File: config.mk
export PLATFORM = sky130hd
export DESIGN_NAME = bptc_front
export DESIGN_NICKNAME = d
export VERILOG_FILES = /design/src/rtl/core/bptc_pkg.sv /design/src/rtl/core/bptc_front.sv
export SDC_FILE = /design/constraint.sdc
export NUM_CORES = 2
export LEC_CHECK = 0
export BUFFER_PORTS_ARGS = -buffer_cell sky130_fd_sc_hd__clkbuf_2
export CORE_ASPECT_RATIO = 1.75
export CORE_MARGIN = 5
export CORE_UTILIZATION = 40
export DETAILED_ROUTE_END_ITERATION = 8
export RECOVER_POWER = 25
export REMOVE_ABC_BUFFERS = 1
export SYNTH_ARGS = -nofsm -noshare
export SYNTH_HDL_FRONTEND = slang
export SYNTH_SLANG_ARGS = --single-unit
File: constraint.sdc
create_clock -name clk -period 9.9 [get_ports clk]
set_clock_uncertainty 0.15 [all_clocks]
set_input_delay 1.98 -clock clk [delete_from_list [all_inputs] [get_ports clk]]
set_output_delay 1.98 -clock clk [all_outputs]
set_load 0.01 [all_outputs]
File: src/rtl/core/bptc_pkg.sv
// ----------------------------------------------------------------------------
// bptc_pkg
// Shared widths, constants and stage payload types of the barometer
// compensation pipeline.
// ----------------------------------------------------------------------------
package bptc_pkg;

  localparam int RAW_W   = 24;  // raw conversion width
  localparam int CAL_W   = 16;  // calibration word width
  localparam int IDX_W   = 3;   // register index width
  localparam int DT_W    = 25;  // D2 - C5*2^8
  localparam int MT_W    = 42;  // dT times a calibration word
  localparam int DSQ_W   = 50;  // dT squared
  localparam int TEMP_W  = 20;  // temperature before clamping
  localparam int T2_W    = 18;
  localparam int OFF_W   = 40;  // OFF and SENS
  localparam int SQ_W    = 42;  // squared temperature deviations
  localparam int SPLIT_W = 20;  // low slice of SENS for the split multiply
  localparam int PL_W    = RAW_W + SPLIT_W;
  localparam int PH_W    = RAW_W + 1 + OFF_W - SPLIT_W;
  localparam int PROD_W  = 63;  // D1 * SENS
  localparam int DIFF_W  = 43;  // D1*SENS/2^21 - OFF
  localparam int OT_W    = 15;  // output temperature
  localparam int OP_W    = 17;  // output pressure

  localparam logic signed [TEMP_W-1:0] TEMP_REF_C = 20'sd2000;
  localparam logic signed [TEMP_W-1:0] TEMP_LOW_C = -20'sd1500;
  localparam logic signed [TEMP_W-1:0] TEMP_MIN_C = -20'sd4000;
  localparam logic signed [TEMP_W-1:0] TEMP_MAX_C = 20'sd8500;
  localparam logic signed [DIFF_W-1:0] PRES_MIN_C = 43'sd1000;
  localparam logic signed [DIFF_W-1:0] PRES_MAX_C = 43'sd120000;

  typedef enum logic [IDX_W-1:0] {
    REG_C1 = 3'd0,
    REG_C2 = 3'd1,
    REG_C3 = 3'd2,
    REG_C4 = 3'd3,
    REG_C5 = 3'd4,
    REG_C6 = 3'd5
  } cfg_reg_t;

  typedef struct packed {
    logic [CAL_W-1:0] c1;
    logic [CAL_W-1:0] c2;
    logic [CAL_W-1:0] c3;
    logic [CAL_W-1:0] c4;
    logic [CAL_W-1:0] c5;
    logic [CAL_W-1:0] c6;
  } cal_t;

  // first-order results
  typedef struct packed {
    logic        [RAW_W-1:0]  d1;
    logic signed [TEMP_W-1:0] temp;
    logic        [T2_W-1:0]   t2;
    logic signed [OFF_W-1:0]  off;
    logic signed [OFF_W-1:0]  sens;
  } front_t;

  // second-order corrected results
  typedef struct packed {
    logic        [RAW_W-1:0]  d1;
    logic signed [TEMP_W-1:0] temp;
    logic signed [OFF_W-1:0]  off;
    logic signed [OFF_W-1:0]  sens;
  } second_t;

endpackage

File: src/rtl/core/bptc_front.sv
// ----------------------------------------------------------------------------
// bptc_front
// Three stages: dT, the dT products, then first-order TEMP, OFF, SENS and T2.
// ----------------------------------------------------------------------------
module bptc_front
  import bptc_pkg::*;
(
  input  logic             clk,
  input  logic             rst,
  input  logic             in_valid,
  output logic             in_ready,
  input  logic [RAW_W-1:0] raw_pressure,
  input  logic [RAW_W-1:0] raw_temperature,
  input  cal_t             cal,
  output logic             out_valid,
  input  logic             out_ready,
  output front_t           out_data
);

  logic v1, v2, v3;
  logic en1, en2, en3;

  logic        [RAW_W-1:0]  d1_s1, d1_s2, d1_s3;
  logic signed [DT_W-1:0]   dt_s1;
  logic signed [MT_W-1:0]   mt_s2, mo_s2, ms_s2;
  logic signed [DSQ_W-1:0]  dsq_s2;
  logic signed [TEMP_W-1:0] temp_s3;
  logic        [T2_W-1:0]   t2_s3;
  logic signed [OFF_W-1:0]  off_s3, sens_s3;

  // a stage advances when empty or when the stage after it advances
  assign en3      = !v3 || out_ready;
  assign en2      = !v2 || en3;
  assign en1      = !v1 || en2;
  assign in_ready = en1;

  always_ff @(posedge clk) begin
    if (rst) begin
      v1 <= 1'b0;
      v2 <= 1'b0;
      v3 <= 1'b0;
    end else begin
      if (en1) v1 <= in_valid;
      if (en2) v2 <= v1;
      if (en3) v3 <= v2;
    end
  end

  always_ff @(posedge clk) begin
    if (en1) begin
      d1_s1 <= raw_pressure;
      dt_s1 <= $signed({1'b0, raw_temperature}) - $signed({1'b0, cal.c5, 8'h00});
    end
    if (en2) begin
      d1_s2  <= d1_s1;
      mt_s2  <= MT_W'(dt_s1) * MT_W'($signed({1'b0, cal.c6}));
      mo_s2  <= MT_W'(dt_s1) * MT_W'($signed({1'b0, cal.c4}));
      ms_s2  <= MT_W'(dt_s1) * MT_W'($signed({1'b0, cal.c3}));
      dsq_s2 <= DSQ_W'(dt_s1) * DSQ_W'(dt_s1);
    end
    if (en3) begin
      d1_s3   <= d1_s2;
      temp_s3 <= TEMP_REF_C + TEMP_W'(mt_s2 >>> 23);
      off_s3  <= $signed({8'h00, cal.c2, 16'h0000}) + OFF_W'(mo_s2 >>> 7);
      sens_s3 <= $signed({9'h000, cal.c1, 15'h0000}) + OFF_W'(ms_s2 >>> 8);
      t2_s3   <= T2_W'(dsq_s2 >>> 31);
    end
  end

  assign out_valid     = v3;
  assign out_data.d1   = d1_s3;
  assign out_data.temp = temp_s3;
  assign out_data.t2   = t2_s3;
  assign out_data.off  = off_s3;
  assign out_data.sens = sens_s3;

endmodule

==> reports/metrics.cfg <==
[global_route]
grt_pass1_wl_mm=313
grt_overflow=0
antenna_found_initial=14
grt_max_degree=76
grt.total_usage_pct=21.0
grt_pass1_vias=57600

[synthesis]
synth_compound_area_share_pct=3.05
synth_ff_type=edfxtp_1
synthMuxAreaShare_pct=0.0275
yosys_warnings=0
synth_area_leaders=fa_1 (49%), edfxtp_1 (13%), inv_1 (10%), ha_1 (8.6%), and2_1 (5.3%)
ys_seq_area_share_pct=13.0
avgSynthCellArea_sq_um=9.94
synthAdderAreaFrac_pct=57.2
synthSimpleGateAreaFrac_pct=12.5
netlist_area_sq_um=72800
ys_async_sr_fraction_pct=0
syn_inst=7322
synth-seq-cells=315
yosysTopAreaCell=fa_1
yosysMostFrequentCell=inv_1
ys_top_cells_by_count=inv_1 (2006), fa_1 (1767), nand2_1 (943), and2_1 (616), ha_1 (502)
synth-xor-area-share_pct=2.25
synth_edf_count=312
synth_top_area_share_pct=48.6
synth_cell_types=68
synth_top_family_by_area=adder cells

[routing]
wl_mm=196
remaining_drc_errors=0
route.met3.wl_mm=10.3
vias=49200
routed.top_layer=met5
via_per_inst=4.98
postRouteAntennaNets=0
met1Wirelength_mm=65.8
drt-pass1-iter-count=6
drtIter0Drc=2280
wl_met2_mm=109
wl_per_cell_um=19.8

[cts]
clk_latency_ns=0.67
post_cts_buffers=0
cts_buffers=38
cts_tree=yes
ctsResizeCount=0
cts-htree-levels=2
ctsHoldBuffers=0
clkSinkCount=315
clk_pin_slew_ns=0.07
root_buffer=clkbuf_16
clock_path_buffers=3

[critical_path]
path_class=reg -> reg
crit_slowest_cell=edfxtp_1
cpMostUsedCell=inv_1
rr_worst_depth=28
critical_path_required_ns=10.17
arrival_ns=8.76
setup.worst_path.end_class=flop
reg2reg_slack_ns=1.41
slowest_delay_ns=0.87
path_max_fanout=26
start_kind=flop

[floorplan]
die_w_um=332
die_y_um=574
row_count=207
dieArea_sq_um=191000
start_util_pct=40.1
io_pins=292
core_sq_um=181000

[placement]
placed_cells=9809
port_buffers=291
finalWeightedCongestion=0.914
dpl.hpwl_mm=157

[final_layout]
nFillCells=17600
layout.cells.non_filler=9882
area_delta_synth_final_pct=7.52
final_net_count=9863
drive_gt1_share_pct=6.48

[timing]
tns_ns=0
slew_headroom_pct=-15.1
finalHoldWorstSlack_ns=0.245
tightest_slew_ns=1.72
fin_crit_ns=8.49
maxSlewViolCount=35
setup_viol=0
rsz0062_at_grt=false
fin_crit_sh_pct=85.8
fmax_ghz=0.118
hold_viol_final=0

[hold_path]
timing.hold.worst_path_depth=0
hold_class=reg -> reg

[run_status]
status=finished, violations left
violations=capacitance limit, slew limit

[job]
maxCapViolCount=1

-- metal layers --
| layer | GRT usage (%) | vias up |
|---|---|---|
| met5 | 0 | - |
| met4 | 9.85 | 8 |
| met3 | 3.00 | 487 |
| met2 | 40.6 | 1452 |
| met1 | 22.3 | 25800 |
| li1 | - | 21400 |
-- layout make-up --
cell class                      count  area [sq um]  area share (%)
Multi-Input combinational cell   4688         54600            69.8
Tap cell                         2403          3010            3.84
Inverter                         2006          7540            9.63
Antenna cell                        5          12.5          0.0160
Clock inverter                     24           224           0.286
Timing Repair Buffer              397          2420            3.10
Clock buffer                       44          1000            1.28
Sequential cell                   315          9430            12.1
-- logic make-up after synthesis --
family | Yosys count
muxes | 2
and+or+nand+nor | 1887
AOI/OAI and AO/OA | 343
xor gates and xnor gates | 187
adders and majority gates | 2269
DFF | 315
buffers and inverters | 2319
-- through the flow --
stage / cell area, sq um / utilization [%] / setup WS, ns
2_1_floorplan: 71600 / - / 1.73
3_3_place_gp: 77000 / 42.5 / 1.02
3_5_place_dp: 77000 / 42.5 / 1.02
4_1_cts: 78200 / 43.2 / 1.37
5_1_grt: 78200 / 43.1 / 1.09
6_report: 78200 / 43.2 / 1.41
-- path summary, 6_finish.rpt --
check,startpoint,end
worst max-delay path,dt_s1[5]$_DFFE_PP_,dsq_s2[47]$_DFFE_PP_
worst min register to register,d1_s2[17]$_DFFE_PP_,d1_s3[17]$_DFFE_PP_
worst max register to register,dt_s1[5]$_DFFE_PP_,dsq_s2[47]$_DFFE_PP_
worst min-delay path,d1_s2[17]$_DFFE_PP_,d1_s3[17]$_DFFE_PP_
-- worst max-delay path, delay by kind of cell, from the launching register on --
family / cells / cell delay (ns)
fa+ha+maj: 8 / 3.81
buf+inv: 9 / 0.93
simple gates: 4 / 0.50
flops: 1 / 0.87
xor+xnor: 1 / 0.12
compound gates: 6 / 1.87
-- flip-flops by register name, summed over array words and instances, names as in the netlist --
signal / flops
v1: 1
sens_s3: 35
mt_s2: 19
dsq_s2: 18
out_valid: 1
mo_s2: 35
dt_s1: 25
v2: 1
ms_s2: 34
d1_s3: 24
t2_s3: 18
temp_s3: 20
d1_s1: 24
d1_s2: 24
off_s3: 36
-- cells in the final DEF, fill, tap and decap left out, drive strengths merged, types with 4 or more instances in the layout --
master,instances
a31o,7
ha,502
clkbuf,335
nor2b,40
a21boi,9
o21bai,7
nor2,129
or2,8
a211oi,17
o31ai,4
a31oi,10
o21ai,56
fa,1767
nand3,28
o211ai,9
xnor2,134
or3,6
nand2b,24
buf,106
o21a,21
xor2,53
diode,5
nor3,39
nand4,19
inv,2011
nand2,943
and3,19
edfxtp,312
a21oi,118
a21o,54
and2,616
clkinv,14
Power is not shown: default switching activity piles up to over one toggle a cycle in this logic, so the estimate is an artifact.
