<file path="src/rtl/core/bptc_pkg.sv">
// ----------------------------------------------------------------------------
// bptc_pkg
// Shared widths, constants and stage payload types of the barometer
// compensation pipeline.
// ----------------------------------------------------------------------------
package bptc_pkg;

  localparam int RAW_W   = 24;  // raw conversion width
  localparam int CAL_W   = 16;  // calibration word width
  localparam int IDX_W   = 3;   // register index width
  localparam int DT_W    = 25;  // D2 - C5*2^8
  localparam int MT_W    = 42;  // dT times a calibration word
  localparam int DSQ_W   = 50;  // dT squared
  localparam int TEMP_W  = 20;  // temperature before clamping
  localparam int T2_W    = 18;
  localparam int OFF_W   = 40;  // OFF and SENS
  localparam int SQ_W    = 42;  // squared temperature deviations
  localparam int SPLIT_W = 20;  // low slice of SENS for the split multiply
  localparam int PL_W    = RAW_W + SPLIT_W;
  localparam int PH_W    = RAW_W + 1 + OFF_W - SPLIT_W;
  localparam int PROD_W  = 63;  // D1 * SENS
  localparam int DIFF_W  = 43;  // D1*SENS/2^21 - OFF
  localparam int OT_W    = 15;  // output temperature
  localparam int OP_W    = 17;  // output pressure

  localparam logic signed [TEMP_W-1:0] TEMP_REF_C = 20'sd2000;
  localparam logic signed [TEMP_W-1:0] TEMP_LOW_C = -20'sd1500;
  localparam logic signed [TEMP_W-1:0] TEMP_MIN_C = -20'sd4000;
  localparam logic signed [TEMP_W-1:0] TEMP_MAX_C = 20'sd8500;
  localparam logic signed [DIFF_W-1:0] PRES_MIN_C = 43'sd1000;
  localparam logic signed [DIFF_W-1:0] PRES_MAX_C = 43'sd120000;

  typedef enum logic [IDX_W-1:0] {
    REG_C1 = 3'd0,
    REG_C2 = 3'd1,
    REG_C3 = 3'd2,
    REG_C4 = 3'd3,
    REG_C5 = 3'd4,
    REG_C6 = 3'd5
  } cfg_reg_t;

  typedef struct packed {
    logic [CAL_W-1:0] c1;
    logic [CAL_W-1:0] c2;
    logic [CAL_W-1:0] c3;
    logic [CAL_W-1:0] c4;
    logic [CAL_W-1:0] c5;
    logic [CAL_W-1:0] c6;
  } cal_t;

  // first-order results
  typedef struct packed {
    logic        [RAW_W-1:0]  d1;
    logic signed [TEMP_W-1:0] temp;
    logic        [T2_W-1:0]   t2;
    logic signed [OFF_W-1:0]  off;
    logic signed [OFF_W-1:0]  sens;
  } front_t;

  // second-order corrected results
  typedef struct packed {
    logic        [RAW_W-1:0]  d1;
    logic signed [TEMP_W-1:0] temp;
    logic signed [OFF_W-1:0]  off;
    logic signed [OFF_W-1:0]  sens;
  } second_t;

endpackage

</file>
<file path="src/rtl/core/bptc_second.sv">
// ----------------------------------------------------------------------------
// bptc_second
// Three stages: squared deviations and the T2 correction of TEMP, OFF2/SENS2
// terms, then the subtraction of the second-order corrections.
// ----------------------------------------------------------------------------
module bptc_second
  import bptc_pkg::*;
(
  input  logic    clk,
  input  logic    rst,
  input  logic    in_valid,
  output logic    in_ready,
  input  front_t  in_data,
  output logic    out_valid,
  input  logic    out_ready,
  output second_t out_data
);

  logic v4, v5, v6;
  logic en4, en5, en6;

  logic signed [TEMP_W:0]   e_ref, e_low;
  logic        [SQ_W-1:0]   five_sq, seven_sq, eleven_sq;
  logic        [SQ_W-1:0]   off2_calc, sens2_calc;

  logic        [RAW_W-1:0]  d1_s4, d1_s5, d1_s6;
  logic signed [TEMP_W-1:0] temp_s4, temp_s5, temp_s6;
  logic signed [OFF_W-1:0]  off_s4, off_s5, off_s6;
  logic signed [OFF_W-1:0]  sens_s4, sens_s5, sens_s6;
  logic        [SQ_W-1:0]   sq_ref_s4, sq_low_s4;
  logic                     lt_ref_s4, lt_low_s4;
  logic        [OFF_W-1:0]  off2_s5, sens2_s5;

  assign en6      = !v6 || out_ready;
  assign en5      = !v5 || en6;
  assign en4      = !v4 || en5;
  assign in_ready = en4;

  always_ff @(posedge clk) begin
    if (rst) begin
      v4 <= 1'b0;
      v5 <= 1'b0;
      v6 <= 1'b0;
    end else begin
      if (en4) v4 <= in_valid;
      if (en5) v5 <= v4;
      if (en6) v6 <= v5;
    end
  end

  always_comb begin
    e_ref = (TEMP_W+1)'(in_data.temp) - (TEMP_W+1)'(TEMP_REF_C);
    e_low = (TEMP_W+1)'(in_data.temp) - (TEMP_W+1)'(TEMP_LOW_C);
  end

  // squares are never negative, so plain shifts give the floor
  always_comb begin
    five_sq   = (sq_ref_s4 << 2) + sq_ref_s4;
    seven_sq  = (sq_low_s4 << 3) - sq_low_s4;
    eleven_sq = (sq_low_s4 << 3) + (sq_low_s4 << 1) + sq_low_s4;
    off2_calc  = '0;
    sens2_calc = '0;
    if (lt_ref_s4) begin
      off2_calc  = five_sq >> 1;
      sens2_calc = five_sq >> 2;
      if (lt_low_s4) begin
        off2_calc  = off2_calc + seven_sq;
        sens2_calc = sens2_calc + (eleven_sq >> 1);
      end
    end
  end

  always_ff @(posedge clk) begin
    if (en4) begin
      d1_s4     <= in_data.d1;
      off_s4    <= in_data.off;
      sens_s4   <= in_data.sens;
      // T2 applies only below the reference temperature
      temp_s4   <= (in_data.temp < TEMP_REF_C) ?
                   in_data.temp - TEMP_W'($signed({1'b0, in_data.t2})) : in_data.temp;
      sq_ref_s4 <= SQ_W'(SQ_W'(e_ref) * SQ_W'(e_ref));
      sq_low_s4 <= SQ_W'(SQ_W'(e_low) * SQ_W'(e_low));
      lt_ref_s4 <= in_data.temp < TEMP_REF_C;
      lt_low_s4 <= in_data.temp < TEMP_LOW_C;
    end
    if (en5) begin
      d1_s5    <= d1_s4;
      temp_s5  <= temp_s4;
      off_s5   <= off_s4;
      sens_s5  <= sens_s4;
      off2_s5  <= OFF_W'(off2_calc);
      sens2_s5 <= OFF_W'(sens2_calc);
    end
    if (en6) begin
      d1_s6   <= d1_s5;
      temp_s6 <= temp_s5;
      off_s6  <= off_s5 - $signed(off2_s5);
      sens_s6 <= sens_s5 - $signed(sens2_s5);
    end
  end

  assign out_valid     = v6;
  assign out_data.d1   = d1_s6;
  assign out_data.temp = temp_s6;
  assign out_data.off  = off_s6;
  assign out_data.sens = sens_s6;

endmodule

</file>
<file path="config.mk">
export PLATFORM = sky130hd
export DESIGN_NAME = bptc_second
export DESIGN_NICKNAME = d
export VERILOG_FILES = /design/src/rtl/core/bptc_pkg.sv /design/src/rtl/core/bptc_second.sv
export SDC_FILE = /design/constraint.sdc
export NUM_CORES = 2
export LEC_CHECK = 0
export ABC_AREA = 1
export BUFFER_PORTS_ARGS = -buffer_cell sky130_fd_sc_hd__buf_2
export CORE_ASPECT_RATIO = 1.25
export CORE_MARGIN = 2
export CORE_UTILIZATION = 55
export CTS_CLUSTER_SIZE = 8
export DETAILED_ROUTE_END_ITERATION = 7
export PLACE_DENSITY = 0.7
export RECOVER_POWER = 100
export SYNTH_ARGS = -nofsm -noshare
export SYNTH_HDL_FRONTEND = slang
export SYNTH_SLANG_ARGS = --single-unit
export TNS_END_PERCENT = 10
</file>
<file path="constraint.sdc">
create_clock -name clk -period 17.4 [get_ports clk]
set_input_delay 3.48 -clock clk [delete_from_list [all_inputs] [get_ports clk]]
set_output_delay 3.48 -clock clk [all_outputs]
set_load 0.1 [all_outputs]
</file>
==> flow_summary.toml <==
[route]
dr.pass1.iters = 6
antenna_violating_nets_post_route = 0
route.final.wire_length_um = 203700
detail_route.iter0.violations = 3723
drc_errors = 0
route.detailed.vias_per_inst = 5.540
post_drt_wl_per_cell_um = 22.19
detailroute.via_count = 50840

[finish]
areaGrowthSynthToFinish_pct = 8.231
share_of_cells_above_drive_strength_1 = 0.04492
layout.cells.most_common_list = "inv_1, nand2_1, fa_1"
multi_input_comb_area_um2 = 41700
filler_cell_count = 10500
finalNetCount = 9134
mostFrequentLayoutCell = "inv_1"
register_area_um2 = 16070

[setup_path]
reg2regPathDepth = 5
worst_path_largest_cell_delay_ns = 1.01
reg2reg_slack_ns = 7.41
crit_slowest_cell = "clkbuf_1"
worst_r2r_endpoint = "off_s5[35]$_DFFE_PP_"
crit_path_frequent_cell = "inv_1"
critical_path_class = "primary input to flip-flop"
timing.critical_path.fanout_max = 26
required_ns = 17.81
cp-end-kind = "flip-flop"
timing.critical_path.from_type = "primary input"
critical_path.reg2reg.startpoint = "out_valid$_SDFFE_PP0P_"
worst-endpoint-arrival_ns = 14.66

[logic_synthesis]
synth_flop_cell = "edfxtp_1"
synthesis.instances = 7272
ys_types = 64
synth.net_count = 8816
ys_warn_count = 0
synthArstFlopShare = 0
synth.cell_area_um2 = 64450
ys_seq_area_frac = 0.2493
post_synth_edffs = 533
postSynthAreaPerCell_um2 = 8.863
ys_ff_latch = 536

[floorplanning]
floorplan.die_area_um2 = 120000
placeableCoreArea_um2 = 116300
fp.dieH_um = 386.7
die_width_um = 310.2
core.rowCount = 140
ios = 272
initial_utilization = 0.5541

[sta]
hold_viol_final = 0
slew_violations = 672
endpoints_failing_setup = 0
finClkSkew_ns = 0.06051
tightestPinTransition_ns = 4.562
fin_tns_setup_ns = 0
finalWorstPathRequiredPeriod_ns = 14.25
clock.fmax_mhz = 70.19
rsz0062_at_grt = "false"
layout_worst_path_cycle_share = 0.8188
timing.slew.headroom = -2.041

[job]
max_cap_viol = 15

[clocking]
tritoncts_buffers = 79
clk_root_buffer_cell = "clkbuf_16"
cts.path.max_buffers = 3
cts_setup_buffers = 0
cts_htree_levels = 3
clock_sinks = 536
clk_latency_ns = 0.71
ctsHoldBuffers = 0
cts.repair.resized = 0
clock_tree_from_tritoncts = "yes"
clkTransAtPathRegs_ns = 0.06

[grt]
antenna_found_initial = 2
grt_first_pass_wirelength_um = 310800
globalRouteOverflowTotal = 0
grt_max_degree = 98
global_route.usage.total = 0.3463
first_global_vias = 54250

[hold_path]
hold_path_start = "temp_s4[0]$_DFFE_PP_"
timing.hold.worst_endpoint = "temp_s5[0]$_DFFE_PP_"
worst_hold_path_type = "flip-flop to flip-flop"
holdPathStages = 0

[place]
placement.io_buffers = 271
routability_cong = 1.041
dpl.hpwl_um = 168300

[run_status]
violations_in_the_final_reports = "capacitance limit, slew limit"
status = "finished with violations"
flip-flops by register name, summed over array words and instances (netlist names):
signal / cells
temp_s6: 20
temp_s4: 20
off_s6: 40
off_s4: 40
lt_low_s4: 1
off_s5: 40
temp_s5: 20
d1_s4: 24
d1_s6: 24
v4: 1
v5: 1
sq_low_s4: 38
sens_s4: 40
off2_s5: 40
sens2_s5: 40
sens_s6: 40
out_valid: 1
d1_s5: 24
sq_ref_s4: 41
lt_ref_s4: 1
sens_s5: 40
logic make-up after synthesis:
logic type / synth area share
compound gates: 0.08746
xor+xnor: 0.03803
fa+ha+maj: 0.3765
buf+inv: 0.1037
flops: 0.2493
other cells: 0.00005819
simple gates: 0.1450
cell usage after synthesis (11+ instances only):
cell         n  area [um^2]
nor3_1      55        275.3
inv_1     1627         6107
edfxtp_1   533        16010
o21ai_0    292         1461
buf_2       22        110.1
nand2_1   1118         4197
inv_2       16        60.06
nor2_2      11        68.82
xor2_1     181         1585
nand3b_1    11        82.58
nor2_1     758         2845
nand4_1     45        281.5
a21o_1      48        360.4
a21oi_1    482         2412
xnor2_1     97        849.6
o21bai_1    35        262.8
a31oi_1     77        481.7
or2_2       18        112.6
nor4_1      13        81.33
fa_1       902        18060
ha_1       496         6206
o21a_1      22        165.2
nand3_1    209         1046
and3_1      13        81.33
clkbuf_1    64        240.2
layer usage:
metal,vias up,part of all wire,global-route usage
met5,-,0.000064,0
met4,2,0.065,0.1868
met3,535,0.061,0.05138
met2,1899,0.51,0.6214
met1,24890,0.37,0.3930
li1,23510,-,-
worst max path at each step:
stage / from / to / slack (ns)
after detailed placement: in_data[100] / sq_low_s4[39]$_DFFE_PP_ / 4.65
after CTS: in_data[100] / sq_low_s4[39]$_DFFE_PP_ / 5.37
after global routing: in_data[102] / sq_ref_s4[38]$_DFFE_PP_ / 2.46
final: in_data[102] / sq_ref_s4[38]$_DFFE_PP_ / 3.15
after global placement: in_data[100] / sq_low_s4[37]$_DFFE_PP_ / 4.81
after floorplan: out_ready / in_ready / 2.54
area by class of cell:
class	count	area share
multi-input combinational	4981	0.5978
timing repair buffer	336	0.02312
clock inverter	13	0.002422
clock buffer	92	0.02904
tap	1562	0.02802
antenna	1	0.00003587
inverter	1656	0.08926
sequential	536	0.2303
per-stage QoR:
| step | std cells | instance area (um^2) | utilization | hold WS [ns] | setup slack, ns |
|---|---|---|---|---|---|
| global placement | 9071 | 67820 | 0.5831 | 0.4001 | 4.805 |
| global route | 9177 | 69750 | 0.5997 | 0.3999 | 2.455 |
| floorplan | 7272 | 64450 | - | 0.4003 | 2.545 |
| CTS | 9176 | 70010 | 0.6019 | 0.4034 | 5.368 |
| finish | 9177 | 69750 | 0.5997 | 0.3966 | 3.153 |
| detailed placement | 9071 | 67820 | 0.5831 | 0.4045 | 4.651 |
worst max-delay path, delay by kind of cell:
kind | cells | cell delay (ns)
AOI/OAI and AO/OA | 1 | 0.35
xor gates and xnor gates | 1 | 0.07
adders and majority gates | 9 | 4.92
buffers and inverters | 13 | 3.76
and+or+nand+nor | 15 | 2.04
Power is not shown: default switching activity piles up to over one toggle a cycle in this logic, so the estimate is an artifact.
