[config.mk]
export PLATFORM = sky130hd
export DESIGN_NAME = bptc_press
export DESIGN_NICKNAME = d
export VERILOG_FILES = /design/src/rtl/core/bptc_pkg.sv /design/src/rtl/core/bptc_press.sv
export SDC_FILE = /design/constraint.sdc
export NUM_CORES = 2
export LEC_CHECK = 0
export BUFFER_PORTS_ARGS = -buffer_cell sky130_fd_sc_hd__clkbuf_2
export CAP_MARGIN = 20
export CORE_MARGIN = 2
export CORE_UTILIZATION = 30
export DETAILED_ROUTE_END_ITERATION = 7
export PLACE_DENSITY = 0.51
export REMOVE_ABC_BUFFERS = 1
export SETUP_SLACK_MARGIN = 0.02
export SLEW_MARGIN = 40
export SYNTH_ARGS = -nofsm -noshare
export SYNTH_HDL_FRONTEND = slang
export SYNTH_SLANG_ARGS = --single-unit
export TNS_END_PERCENT = 1
[constraint.sdc]
create_clock -name clk -period 6.5 [get_ports clk]
set_clock_uncertainty 0.15 [all_clocks]
set_input_delay 0.65 -clock clk [delete_from_list [all_inputs] [get_ports clk]]
set_output_delay 0.65 -clock clk [all_outputs]
set_load 0.05 [all_outputs]
[src/rtl/core/bptc_pkg.sv]
// ----------------------------------------------------------------------------
// bptc_pkg
// Shared widths, constants and stage payload types of the barometer
// compensation pipeline.
// ----------------------------------------------------------------------------
package bptc_pkg;

  localparam int RAW_W   = 24;  // raw conversion width
  localparam int CAL_W   = 16;  // calibration word width
  localparam int IDX_W   = 3;   // register index width
  localparam int DT_W    = 25;  // D2 - C5*2^8
  localparam int MT_W    = 42;  // dT times a calibration word
  localparam int DSQ_W   = 50;  // dT squared
  localparam int TEMP_W  = 20;  // temperature before clamping
  localparam int T2_W    = 18;
  localparam int OFF_W   = 40;  // OFF and SENS
  localparam int SQ_W    = 42;  // squared temperature deviations
  localparam int SPLIT_W = 20;  // low slice of SENS for the split multiply
  localparam int PL_W    = RAW_W + SPLIT_W;
  localparam int PH_W    = RAW_W + 1 + OFF_W - SPLIT_W;
  localparam int PROD_W  = 63;  // D1 * SENS
  localparam int DIFF_W  = 43;  // D1*SENS/2^21 - OFF
  localparam int OT_W    = 15;  // output temperature
  localparam int OP_W    = 17;  // output pressure

  localparam logic signed [TEMP_W-1:0] TEMP_REF_C = 20'sd2000;
  localparam logic signed [TEMP_W-1:0] TEMP_LOW_C = -20'sd1500;
  localparam logic signed [TEMP_W-1:0] TEMP_MIN_C = -20'sd4000;
  localparam logic signed [TEMP_W-1:0] TEMP_MAX_C = 20'sd8500;
  localparam logic signed [DIFF_W-1:0] PRES_MIN_C = 43'sd1000;
  localparam logic signed [DIFF_W-1:0] PRES_MAX_C = 43'sd120000;

  typedef enum logic [IDX_W-1:0] {
    REG_C1 = 3'd0,
    REG_C2 = 3'd1,
    REG_C3 = 3'd2,
    REG_C4 = 3'd3,
    REG_C5 = 3'd4,
    REG_C6 = 3'd5
  } cfg_reg_t;

  typedef struct packed {
    logic [CAL_W-1:0] c1;
    logic [CAL_W-1:0] c2;
    logic [CAL_W-1:0] c3;
    logic [CAL_W-1:0] c4;
    logic [CAL_W-1:0] c5;
    logic [CAL_W-1:0] c6;
  } cal_t;

  // first-order results
  typedef struct packed {
    logic        [RAW_W-1:0]  d1;
    logic signed [TEMP_W-1:0] temp;
    logic        [T2_W-1:0]   t2;
    logic signed [OFF_W-1:0]  off;
    logic signed [OFF_W-1:0]  sens;
  } front_t;

  // second-order corrected results
  typedef struct packed {
    logic        [RAW_W-1:0]  d1;
    logic signed [TEMP_W-1:0] temp;
    logic signed [OFF_W-1:0]  off;
    logic signed [OFF_W-1:0]  sens;
  } second_t;

endpackage

[src/rtl/core/bptc_press.sv]
// ----------------------------------------------------------------------------
// bptc_press
// Four stages: split D1*SENS multiply, product merge and temperature clamp,
// offset subtraction, then pressure clamp into the output register.
// ----------------------------------------------------------------------------
module bptc_press
  import bptc_pkg::*;
(
  input  logic                   clk,
  input  logic                   rst,
  input  logic                   in_valid,
  output logic                   in_ready,
  input  second_t                in_data,
  output logic                   out_valid,
  input  logic                   out_ready,
  output logic signed [OT_W-1:0] out_temp,
  output logic        [OP_W-1:0] out_pres,
  output logic                   out_flag
);

  logic v7, v8, v9, v10;
  logic en7, en8, en9, en10;

  logic signed [OFF_W-1:0]  off_s7, off_s8;
  logic signed [TEMP_W-1:0] temp_s7;
  logic        [PL_W-1:0]   pl_s7;
  logic signed [PH_W-1:0]   ph_s7;
  logic signed [PROD_W-1:0] prod_s8;
  logic signed [OT_W-1:0]   temp_s8, temp_s9;
  logic                     tflag_s8, tflag_s9;
  logic signed [DIFF_W-1:0] diff_s9;

  logic signed [TEMP_W-1:0] temp_sat;
  logic                     tflag;
  logic signed [DIFF_W-1:0] p_full, p_sat;
  logic                     pflag;

  assign en10     = !v10 || out_ready;
  assign en9      = !v9 || en10;
  assign en8      = !v8 || en9;
  assign en7      = !v7 || en8;
  assign in_ready = en7;

  always_ff @(posedge clk) begin
    if (rst) begin
      v7  <= 1'b0;
      v8  <= 1'b0;
      v9  <= 1'b0;
      v10 <= 1'b0;
    end else begin
      if (en7)  v7  <= in_valid;
      if (en8)  v8  <= v7;
      if (en9)  v9  <= v8;
      if (en10) v10 <= v9;
    end
  end

  always_comb begin
    temp_sat = temp_s7;
    tflag    = 1'b0;
    if (temp_s7 < TEMP_MIN_C) begin
      temp_sat = TEMP_MIN_C;
      tflag    = 1'b1;
    end
    if (temp_s7 > TEMP_MAX_C) begin
      temp_sat = TEMP_MAX_C;
      tflag    = 1'b1;
    end
  end

  always_comb begin
    p_full = diff_s9 >>> 15;
    p_sat  = p_full;
    pflag  = 1'b0;
    if (p_full < PRES_MIN_C) begin
      p_sat = PRES_MIN_C;
      pflag = 1'b1;
    end
    if (p_full > PRES_MAX_C) begin
      p_sat = PRES_MAX_C;
      pflag = 1'b1;
    end
  end

  always_ff @(posedge clk) begin
    if (en7) begin
      off_s7  <= in_data.off;
      temp_s7 <= in_data.temp;
      // low slice unsigned, high slice signed
      pl_s7   <= PL_W'(in_data.d1) * PL_W'(in_data.sens[SPLIT_W-1:0]);
      ph_s7   <= PH_W'($signed({1'b0, in_data.d1})) *
                 PH_W'($signed(in_data.sens[OFF_W-1:SPLIT_W]));
    end
    if (en8) begin
      off_s8   <= off_s7;
      prod_s8  <= (PROD_W'(ph_s7) <<< SPLIT_W) + PROD_W'($signed({1'b0, pl_s7}));
      temp_s8  <= OT_W'(temp_sat);
      tflag_s8 <= tflag;
    end
    if (en9) begin
      diff_s9  <= DIFF_W'(prod_s8 >>> 21) - DIFF_W'(off_s8);
      temp_s9  <= temp_s8;
      tflag_s9 <= tflag_s8;
    end
    if (en10) begin
      out_temp <= temp_s9;
      out_pres <= OP_W'(p_sat);
      out_flag <= tflag_s9 || pflag;
    end
  end

  assign out_valid = v10;

  a_temp_range : assert property (@(posedge clk) disable iff (rst)
    out_valid |-> (out_temp >= -15'sd4000 && out_temp <= 15'sd8500))
    else $error("temperature result outside clamp range");

  a_pres_range : assert property (@(posedge clk) disable iff (rst)
    out_valid |-> (out_pres >= 17'd1000 && out_pres <= 17'd120000))
    else $error("pressure result outside clamp range");

  a_hold_stage9 : assert property (@(posedge clk) disable iff (rst)
    (v9 && !en10) |=> (v9 && $stable(diff_s9)))
    else $error("stage 9 item dropped or changed under stall");

endmodule

==> results.txt <==
- Across the run, the number of max-cap violations was 0.
- Worst hold margin: 118 ps
- Yosys mapped a number of flops with a built-in enable equal to 302.
- Async SR Flop Fraction: 0%
- The flow ran to the end, but the final reports show violations.
* Pins over their slew limit: 0
- Unrepaired setup endpoints after global routing: true
- Root buf cell: clkbuf_16
* Violations in the final reports: setup timing
- Cts bufs inserted: 35
- Number of buffer and inverter stages on the critical path: 7
- Antenna violations before repair: 13
* Drt via density: 4.53
* Ports placed on the boundary: 163
- After detailed placement, the total cell area comes to roughly 0.051 mm².
- The total overflow left after global routing is 0.
* Maximum level of the CTS H-tree: 2
* Critical path arrival: 6910 ps
- The min-delay analysis places its worst path in the category input port to register.
- Global routing used 16.4% of the available tracks across all layers.
- The die is between 300 and 400 µm wide.
* DR WL met3: 4950 µm
* Launching element type of the critical path: input port
* Last weighted congestion value of the routability-driven placer: 0.830
- Pre-CTS setup slack: -1200 ps
* Count of vias placed by the detailed router: 31341
- For this configuration, the core starts out at a cell density of 30.1%.
* Drt wl/cell: 17.5 µm
- Number of hold violations in the final report: 0
- Detailed-route DRC error count: 0
- Final worst-path cycle share: 104%
- Top routing layer in use: met5
* Post-synthesis sequential element count: 306
* Core Region: approximately 0.15 mm²
- Pin count of the biggest net entering global routing: around 130
- CTS tree: yes
- The mapped netlist covers 0.0443 mm².
* Count of different cell masters after synthesis: between 70 and 80
- Remaining number of nets flagged by the antenna check after routing: 0
* Fmax: 0.148 GHz
- The library cell used most frequently in the layout, excluding fill and tap cells, is inv_1.
* Critical-path cell with the highest stage delay: fa_1
- Largest delay share family, worst path: adder cells
- Number of standard-cell rows in the floorplan: between 100 and 150
- In the final design database the tool counted 6256 nets.
- After detailed routing, the met2 layer carries between 50000 and 60000 µm of wire.
* Start-to-end type of the worst setup path: input port to register
* Hpwl dp: 100000 µm
- Portion of the post-synthesis area used by sequential elements: approximately a fifth
* Top library cells by usage in the layout, fill and taps aside: 947 x inv_1, 763 x fa_1, 546 x nand2_1
* Die Footprint: between 0.15 and 0.2 mm²
- STA puts the critical path data required time at 6650 ps.
- In this design, the critical path's most frequently occurring cell is fa_1.
* Num Clock Sinks: 306
* Area overhead of the layout relative to synthesis: 20.1%
- Delay of the slowest cell on the worst path: 550 ps
- The first routing iteration left 1671 violations.
- Final WS setup: -259 ps
- The first global-routing pass estimated 194000 µm of wire.
- The via count of the first global-routing pass was around 34000.
- Total wirelength of the detailed-routed design: 121000 µm
* Worst Setup End Kind: register
- Port buffering added 162 buffers.
- In the final routing, the length of wire on met1 measures 57800 µm.
- During synthesis, Yosys emitted a total of 0 warnings.
- Clock latency at the later pin of the worst-skew pair: 550 ps
- Syn Inst Count: around 4500
* Post-layout min period: 6760 ps
- Clock tree buffer depth: 3
- Along the worst path, the maximum fanout reaches 12.
- Each instance of the synthesized netlist takes up on average 9.94 µm².
* Post-synth top flop: edfxtp_1
- The first detailed-routing pass ran for 5 iterations.
- The critical path goes through clkbuf_2 > buf_12 > buf_8 > and2_1 > fa_1 > inv_1 > fa_1 > fa_1 > inv_1 > fa_1 > fa_1 > fa_1 > fa_1 > ha_4 > a21o_1 > or4_4 > or2_4 > o21a_1 > a31oi_1 > buf_4 > o21bai_1 > xor2_1 > buf_4.
- Tightest Pin Transition: slightly below 900 ps
* Die extent in y: 388 µm
- Measured against its own limit, the worst slew margin works out to 40.2%.
- Clock-pin slew was measured on the worst setup and hold paths at 60 ps.
* Final Instance Area: 0.0532 mm²
* Number of failing setup endpoints in the final timing report: 21
* Fraction of layout instances using a drive strength above 1: 16.9%
[cell usage after synthesis (21+ instances only)]
library cell	count	share of area, %
a21oi_1	110	1.2
and3_1	23	0.32
xnor2_1	81	1.6
o21a_1	23	0.39
fa_1	785	35
nor3_1	27	0.30
nand2b_1	28	0.40
o21ai_0	73	0.82
and2_1	486	6.9
a21o_1	45	0.76
nor2_1	97	0.82
nand4_1	21	0.30
nand2_1	552	4.7
inv_1	952	8.1
edfxtp_1	302	20
ha_1	384	11
clkbuf_1	186	1.6
nand3_1	34	0.38
xor2_1	43	0.85
[worst paths after layout]
kind                                          start               endpoint  slack [ps]  depth (start not counted)
worst min register to register  off_s7[2]$_DFFE_PP_    off_s8[2]$_DFFE_PP_         260                          0
worst max register to register  pl_s7[22]$_DFFE_PP_  prod_s8[57]$_DFFE_PP_        3120                          9
worst max-delay path                   in_data[113]    pl_s7[40]$_DFFE_PP_        -260                         23
worst min-delay path                    in_data[47]    off_s7[7]$_DFFE_PP_         120                          1
[through the flow]
step	instances	setup TNS (ps)	util [%]
global placement	6809	-43770	34.4
detailed placement	6809	-44590	34.4
CTS	6913	-3520	35.9
finish	6917	-2690	36.2
floorplan	4273	-3000	-
global route	6916	-9330	36.2
[routing by layer]
metal  vias to the layer above  track usage (%)
met5                         -                0
met4                        16             4.19
met3                       136             1.88
met2                       604             26.6
met1                     15805             23.2
li1                      14780                -
[cell type report]
class / instances / area (µm²)
Clock inverter: 22 / 198
Clock buffer: 41 / 908
Sequential cell: 306 / 9150
Inverter: 953 / 3580
Antenna cell: 2 / 5.00
Multi-Input combinational cell: 3014 / 31600
Timing Repair Buffer: 649 / 5380
Tap cell: 1930 / 2410
Fill cell: 14853 / 93900
[flip-flops by register name, indices dropped and copies added, names as in the netlist]
name       flops
ph_s7         43
prod_s8       42
off_s7        40
off_s8        40
diff_s9       28
pl_s7         24
temp_s7       20
out_pres      17
out_temp      15
temp_s8       15
temp_s9       15
out_flag       1
out_valid      1
tflag_s8       1
tflag_s9       1
v7             1
v8             1
v9             1
[logic make-up (layout without fill, tap and decap cells)]
logic type                 Yosys count  in the layout  share of synthesized area, %
and+or+nand+nor                   1312           1312                          14.8
DFF                                306            306                          20.6
adders and majority gates         1169           1169                          46.3
other                                0              2                             0
buffers and inverters             1140           1665                          9.66
AOI/OAI and AO/OA                  406            406                          6.11
muxes                                3              3                        0.0678
xor gates and xnor gates           124            124                          2.45
[what timing repair did]
action                                  in CTS  in global routing
buffers inserted                            34                  3
resized for setup                          136                 95
hold buffers                                 0                  0
endpoints found under the setup margin      46                 47
cloned                                       7                  0
pin swaps                                   73                 76
Power is left out: the tool's default activity adds up to more than one toggle a clock period on the data nets, which glitch-free logic cannot reach.
